$ cat src/rtl/core/v4mt_pkg.sv
// Package for the 4x4 matrix vertex transform: payload structs, fixed-point
// widths, register indexes and register reset values.
// No dependencies; every other file of the block uses it by scoped names.
`timescale 1ns / 1ps

package v4mt_pkg;

   // Fixed-point format of entries, components and results.
   localparam int FRAC_BITS = 16;
   localparam int Q_W       = 32;
   localparam int VEC_LEN   = 4;

   // Datapath widths: a full product, a pair sum and the four-term sum.
   localparam int PROD_W = 2 * Q_W;
   localparam int PAIR_W = PROD_W + 1;
   localparam int SUM_W  = PROD_W + 2;

   // Configuration port.
   localparam int CSR_W     = 64;
   localparam int NUM_REGS  = 8;
   localparam int CSR_IDX_W = 4;

   localparam logic [CSR_IDX_W-1:0] REG_ROW0_LEFT  = 4'd0;
   localparam logic [CSR_IDX_W-1:0] REG_ROW0_RIGHT = 4'd1;
   localparam logic [CSR_IDX_W-1:0] REG_ROW1_LEFT  = 4'd2;
   localparam logic [CSR_IDX_W-1:0] REG_ROW1_RIGHT = 4'd3;
   localparam logic [CSR_IDX_W-1:0] REG_ROW2_LEFT  = 4'd4;
   localparam logic [CSR_IDX_W-1:0] REG_ROW2_RIGHT = 4'd5;
   localparam logic [CSR_IDX_W-1:0] REG_ROW3_LEFT  = 4'd6;
   localparam logic [CSR_IDX_W-1:0] REG_ROW3_RIGHT = 4'd7;

   typedef logic signed [Q_W-1:0]    q_type;
   typedef q_type [VEC_LEN-1:0]      vec_type;
   typedef logic [CSR_W-1:0]         csr_word_type;
   typedef csr_word_type [NUM_REGS-1:0] csr_file_type;

   // The identity matrix: 1.0 on the diagonal, entry 2k low, 2k+1 high.
   localparam csr_word_type Q_ONE_LOW  = csr_word_type'(64'd1 << FRAC_BITS);
   localparam csr_word_type Q_ONE_HIGH = csr_word_type'(64'd1 << (FRAC_BITS + Q_W));
   localparam csr_file_type CSR_RESET  = '{
      Q_ONE_HIGH, csr_word_type'(0),   // row3_right, row3_left
      Q_ONE_LOW, csr_word_type'(0),    // row2_right, row2_left
      csr_word_type'(0), Q_ONE_HIGH,   // row1_right, row1_left
      csr_word_type'(0), Q_ONE_LOW     // row0_right, row0_left
   };

   // One vertex in, one transformed vertex out.
   typedef struct packed {
      logic signed [Q_W-1:0] in_x;
      logic signed [Q_W-1:0] in_y;
      logic signed [Q_W-1:0] in_z;
      logic signed [Q_W-1:0] in_w;
   } req_payload_type;

   typedef struct packed {
      logic signed [Q_W-1:0] out_x;
      logic signed [Q_W-1:0] out_y;
      logic signed [Q_W-1:0] out_z;
      logic signed [Q_W-1:0] out_w;
      logic                  overflow;
   } rsp_payload_type;

   // What one lane hands to the merging stage.
   typedef struct packed {
      q_type value;
      logic  sat;
   } lane_result_type;

endpackage

$ cat src/rtl/core/v4mt_merge.sv
// Merging stage: gathers the four lane results into the output register and
// folds their saturation flags into one overflow bit.
// Depends on v4mt_pkg.
`timescale 1ns / 1ps

module v4mt_merge (
   input  logic                      clock,
   input  logic                      advance,
   input  v4mt_pkg::lane_result_type lane_result [v4mt_pkg::VEC_LEN],
   output v4mt_pkg::rsp_payload_type rsp_data
);

   v4mt_pkg::rsp_payload_type rsp_data_in;
   v4mt_pkg::rsp_payload_type rsp_data_ff;

   // Pack the components and report any saturated lane.
   always_comb begin
      rsp_data_in.out_x    = lane_result[0].value;
      rsp_data_in.out_y    = lane_result[1].value;
      rsp_data_in.out_z    = lane_result[2].value;
      rsp_data_in.out_w    = lane_result[3].value;
      rsp_data_in.overflow = lane_result[0].sat || lane_result[1].sat
                             || lane_result[2].sat || lane_result[3].sat;
   end

   always_ff @(posedge clock) begin
      if (advance) begin
         rsp_data_ff <= rsp_data_in;
      end
   end

   assign rsp_data = rsp_data_ff;

endmodule
$ cat config.mk
export PLATFORM = sky130hd
export DESIGN_NAME = v4mt_merge
export DESIGN_NICKNAME = d
export VERILOG_FILES = /design/src/rtl/core/v4mt_pkg.sv /design/src/rtl/core/v4mt_merge.sv
export SDC_FILE = /design/constraint.sdc
export NUM_CORES = 1
export LEC_CHECK = 0
export BUFFER_PORTS_ARGS = -buffer_cell sky130_fd_sc_hd__buf_2
export CORE_AREA = 2 2 103 105
export DETAILED_ROUTE_END_ITERATION = 10
export DIE_AREA = 0 0 105 107
export GPL_TIMING_DRIVEN = 0
export MAX_ROUTING_LAYER = met4
export PLACE_DENSITY = 0.73
export SLEW_MARGIN = 20
export SYNTH_ARGS = -nofsm -noshare
export SYNTH_HDL_FRONTEND = slang
export SYNTH_SLANG_ARGS = --single-unit
export TNS_END_PERCENT = 5
$ cat constraint.sdc
create_clock -name clock -period 2 [get_ports clock]
set_clock_uncertainty 0.15 [all_clocks]
set_input_delay 0.4 -clock clock [delete_from_list [all_inputs] [get_ports clock]]
set_output_delay 0.4 -clock clock [all_outputs]
set_load 0.02 [all_outputs]
==> flow_metrics.env, run 1 <==
export IMPL_io_pin_count=263
export IMPL_haltStage="4_1_cts"
export IMPL_yosys_warnings=0
export IMPL_yosys_cell_types_count=2
export IMPL_placed_cell_area_sq_um=5400
export IMPL_cts_sinks=129
export IMPL_cts_buffers=17
export IMPL_ys_seq_area_frac=0.998
export IMPL_firstError="[ERROR RSZ-0060] Max buffer count reached."
export IMPL_synth_nets=264
export IMPL_gp_congestion=0.744
export IMPL_port_buffers=262
export IMPL_syn_avg_cell_area_sq_um=29.9
export IMPL_syn_inst=130
export IMPL_cts_htree_levels=4
export IMPL_dp_cells=529
export IMPL_postCtsSetupRepairBufs=0
export IMPL_cts_root_buffer="clkbuf_8"
export IMPL_die_h_um=107
export IMPL_netlist_area_sq_um=3880
export IMPL_dp_hpwl_um=6790
export IMPL_num_rows=37
export IMPL_initial_utilization=0.385
export IMPL_status="aborted with a tool error"
export IMPL_cts_resized=0
export IMPL_die_w_um=105
export IMPL_pre_cts_ws_ns=0.286
export IMPL_ys_seq_elements=129
export IMPL_clk_path_buf_depth=2
export IMPL_holdBufCountCts=113
synthesized netlist by cell type, drive strengths merged:
library cell | count | area, sq um
edfxtp | 129 | 3870
or4 | 1 | 7.51
per-stage QoR:
step           hold slack [ns]   util
2_1_floorplan            0.349      -
3_3_place_gp             0.426  0.531
3_5_place_dp             0.428  0.535
kinds of logic after synthesis:
family           count (synthesis)  synth area share
DFF                            129             0.998
and+or+nand+nor                  1           0.00193
==> run 2: changes to the inputs <==
CORE_AREA = unset   (was 2 2 103 105)
CORE_UTILIZATION = 27   (was unset)
DIE_AREA = unset   (was 0 0 105 107)
MAX_ROUTING_LAYER = unset   (was met4)
PLACE_DENSITY = unset   (was 0.73)
PLACE_DENSITY_LB_ADDON = 0.15   (was unset)
==> run 2 against run 1 <==
  * The flow now finishes without violations
  * Area after synthesis did not move
  * Synthesized cell count did not move
==> flow_metrics.env, run 2 <==
export IMPL_status="completed"
export IMPL_syn_avg_cell_area_sq_um=29.9
export IMPL_synth_edf_count=129
export IMPL_synth_main_ff_cell="edfxtp_1"
export IMPL_clkPwrFrac=0.440
export IMPL_yosys_cell_types_count=2
export IMPL_hold_violations=0
export IMPL_post_synth_top_count_cell="edfxtp_1"
export IMPL_synth_nets=264
export IMPL_synth_top_area_frac=0.998
export IMPL_syn_to_final_growth_pct=71.5
export IMPL_path_buf_inv=1
export IMPL_die_h_um=122
export IMPL_largest_register_ffs=129
export IMPL_dr_pass1_iters=4
export IMPL_ys_seq_area_frac=0.998
export IMPL_cts_sinks=129
export IMPL_power_density_nw_per_um2=1080
export IMPL_holdBufCountCts=59
export IMPL_nNetsFinal=605
export IMPL_cts_buffers=17
export IMPL_dp_cells=573
export IMPL_maxCapViolations=0
export IMPL_viasPerCell=3.91
export IMPL_hp_start="lane_result[90]"
export IMPL_postCtsSetupRepairBufs=0
export IMPL_gr_usage_met2=0.216
export IMPL_cts_htree_levels=4
export IMPL_synth_largest_area_cell="edfxtp_1"
export IMPL_p_int_uw=5590
export IMPL_grt_max_degree=73
export IMPL_p_sw_uw=1590
export IMPL_use_met3=0.0627
export IMPL_slew_viol_final=0
export IMPL_io_pin_count=263
export IMPL_holdPathEnd="rsp_data[88]"
export IMPL_dp_hpwl_um=6790
export IMPL_cts_resized=0
export IMPL_via_count=2594
export IMPL_antenna_found_initial=0
export IMPL_worstSetupPathType="flip-flop to output pin"
export IMPL_timing_final_crit_share=0.762
export IMPL_setup_viol=0
export IMPL_gp_congestion=0.702
export IMPL_cp_required_ns=1.45
export IMPL_grt_remaining_overflow=0
export IMPL_port_buffers=262
export IMPL_arrival_ns=0.97
export IMPL_syn_inst=130
export IMPL_grt_pass1_vias=2732
export IMPL_grt_busiest_layer="met2"
export IMPL_n_antenna_cell=0
export IMPL_critPathSlowestCell="edfxtp_1"
export IMPL_leakagePower_uw=0.00284
export IMPL_num_rows=43
export IMPL_holdPathStages=1
export IMPL_rsz0062_at_grt="false"
export IMPL_fmax_mhz=656
export IMPL_initial_utilization=0.279
export IMPL_synth_top_cells_by_count="edfxtp_1, or4_1"
export IMPL_crit_path_max_incr_delay_ns=0.39
export IMPL_wl_per_cell_um=14.1
export IMPL_netlist_area_sq_um=3880
export IMPL_cp_start_kind="flip-flop"
export IMPL_ys_seq_elements=129
export IMPL_die_area_sq_um=14900
export IMPL_period_minus_slack_ns=1.52
export IMPL_use_met1=0.125
export IMPL_pre_cts_ws_ns=0.245
export IMPL_fp_coreArea_sq_um=13900
export IMPL_final_cell_mix="buf_2, edfxtp_1, dlygate4sd3_1, clkbuf_16"
export IMPL_ir_drop_v=0.000584
export IMPL_instances_no_fill=663
export IMPL_drc=0
export IMPL_endpoint_kind="output pin"
export IMPL_drive_gt1_frac=0.607
export IMPL_max_slew_margin_rel=0.637
export IMPL_drt_iter0_drc=70
export IMPL_seq_power_share=0.455
export IMPL_async_reset_ff_frac=0
export IMPL_clk_path_buf_depth=2
export IMPL_p_sw_frac=0.221
export IMPL_cts_root_buffer="clkbuf_16"
export IMPL_grt_pass1_wl_um=13400
export IMPL_grt_usage=0.127
export IMPL_worst_slew_pin_transition_ns=0.544
export IMPL_crit_path_max_fanout=1
export IMPL_routed_wirelength_um=9360
export IMPL_min_path_type="primary input to flip-flop"
export IMPL_cts_tree="built"
export IMPL_yosys_warnings=0
export IMPL_die_w_um=122
export IMPL_p_comb_frac=0.105
export IMPL_final_common_cell="buf_2"
export IMPL_path_cells="buf_2"
export IMPL_cp_top_family="flip-flops"
export IMPL_worst_slack_ns=0.476
export IMPL_antenna_left=0
export IMPL_synth_area_leaders="edfxtp_1, or4_1"
export IMPL_cts_clk_slew_worst_paths_ns=0.05
-- run 2: cell counts after synthesis --
Identical to the previous run, type by type.
-- run 2: through the flow --
step                total power (uW)  setup TNS [ns]  instance area [sq um]   util  hold WS [ns]
detailed placement              3990               0                   5450  0.391         0.428
finish                          7180               0                   6660  0.478        0.0212
global placement                3990         -133.45                   5420  0.389         0.427
global route                    7440               0                   6660  0.478      0.000103
CTS                             7280               0                   6660  0.478      0.000115
floorplan                       3610               0                   3880      -         0.349
-- run 2: power by group through the flow --
stage | logic (uW) | clock network (uW) | registers, uW
after floorplan | 0.355 | 0 | 3610
final | 756 | 3160 | 3260
after detailed placement | 675 | 0 | 3320
after global placement | 667 | 0 | 3320
after CTS | 765 | 3250 | 3270
after global routing | 802 | 3350 | 3290
-- run 2: layout make-up --
class	count	area [sq um]
clock buffer	17	425
clock inverter	14	190
fill	1203	7280
multi-input combinational	1	7.51
sequential	129	3870
tap	180	225
timing repair buffer	322	1940
-- run 2: cells by family (layout without fill, tap and decap cells) --
kind of cell | count (synthesis) | after routing | synth area share
and+or+nand+nor | 1 | 1 | 0.00193
buffers and inverters | 0 | 353 | 0
DFF | 129 | 129 | 0.998
-- run 2: worst max path at each step --
stage                   startpoint            to  slack (ns)  cells past startpoint
finish                rsp_data[94]  rsp_data[94]        0.48                      1
global route          rsp_data[38]  rsp_data[38]        0.44                      1
CTS                   rsp_data[94]  rsp_data[94]        0.44                      1
detailed placement         advance  rsp_data[79]        0.25                      2
global placement           advance   rsp_data[5]       -1.04                      1
floorplan           lane_result[0]   rsp_data[0]        0.69                      1
-- run 2: per-layer routing --
metal  routed length (um)  vias to the layer above
li1                     -                     1222
met1                 3280                     1227
met2                 4950                      135
met3                  970                       10
met4                  161                        0
met5                    0                        -
Note: power is estimated with default switching activity, not from simulation.
==> run 3: changes to the inputs <==
clock period = 1.4 ns   (was 2 ns; I/O delays follow)
==> run 3 against run 2 <==
  * Synthesized cell count unchanged
  * The flow now stops in 4_1_cts
  * Area after synthesis unchanged
==> flow_metrics.env, run 3 <==
export IMPL_status="aborted with a tool error"
export IMPL_haltStage="4_1_cts"
export IMPL_firstError="[ERROR RSZ-0060] Max buffer count reached."
export IMPL_cts_buffers=17
export IMPL_synth_main_ff_cell="edfxtp_1"
export IMPL_synth_edf_count=129
export IMPL_holdBufCountCts=122
export IMPL_synth_nets=264
export IMPL_cts_root_buffer="clkbuf_16"
export IMPL_cts_htree_levels=4
export IMPL_postCtsSetupRepairBufs=0
export IMPL_clk_path_buf_depth=2
export IMPL_synth_top_cells_by_count="edfxtp_1, or4_1"
export IMPL_netlist_area_sq_um=3880
export IMPL_cts_resized=2
export IMPL_num_rows=43
export IMPL_syn_inst=130
export IMPL_synth_largest_area_cell="edfxtp_1"
export IMPL_yosys_cell_types_count=2
export IMPL_io_pin_count=263
export IMPL_initial_utilization=0.279
export IMPL_synth_top_area_frac=0.998
export IMPL_placed_cell_area_sq_um=5450
export IMPL_yosys_warnings=0
export IMPL_cts_sinks=129
export IMPL_synth_area_leaders="edfxtp_1, or4_1"
export IMPL_ys_seq_elements=129
export IMPL_dp_hpwl_um=6790
export IMPL_port_buffers=262
export IMPL_gp_congestion=0.702
export IMPL_dp_cells=573
export IMPL_die_w_um=122
export IMPL_ys_seq_area_frac=0.998
export IMPL_die_h_um=122
export IMPL_syn_avg_cell_area_sq_um=29.9
export IMPL_async_reset_ff_frac=0
export IMPL_post_synth_top_count_cell="edfxtp_1"
[run 3: cell counts after synthesis]
Identical to the previous run, type by type.
[run 3: logic make-up after synthesis]
family	share of synthesized area
DFF	0.998
and+or+nand+nor	0.00193
[run 3: through the flow]
stage / setup WS, ns / utilization
detailed placement: -0.235 / 0.391
global placement: -1.52 / 0.389
floorplan: 0.207 / -
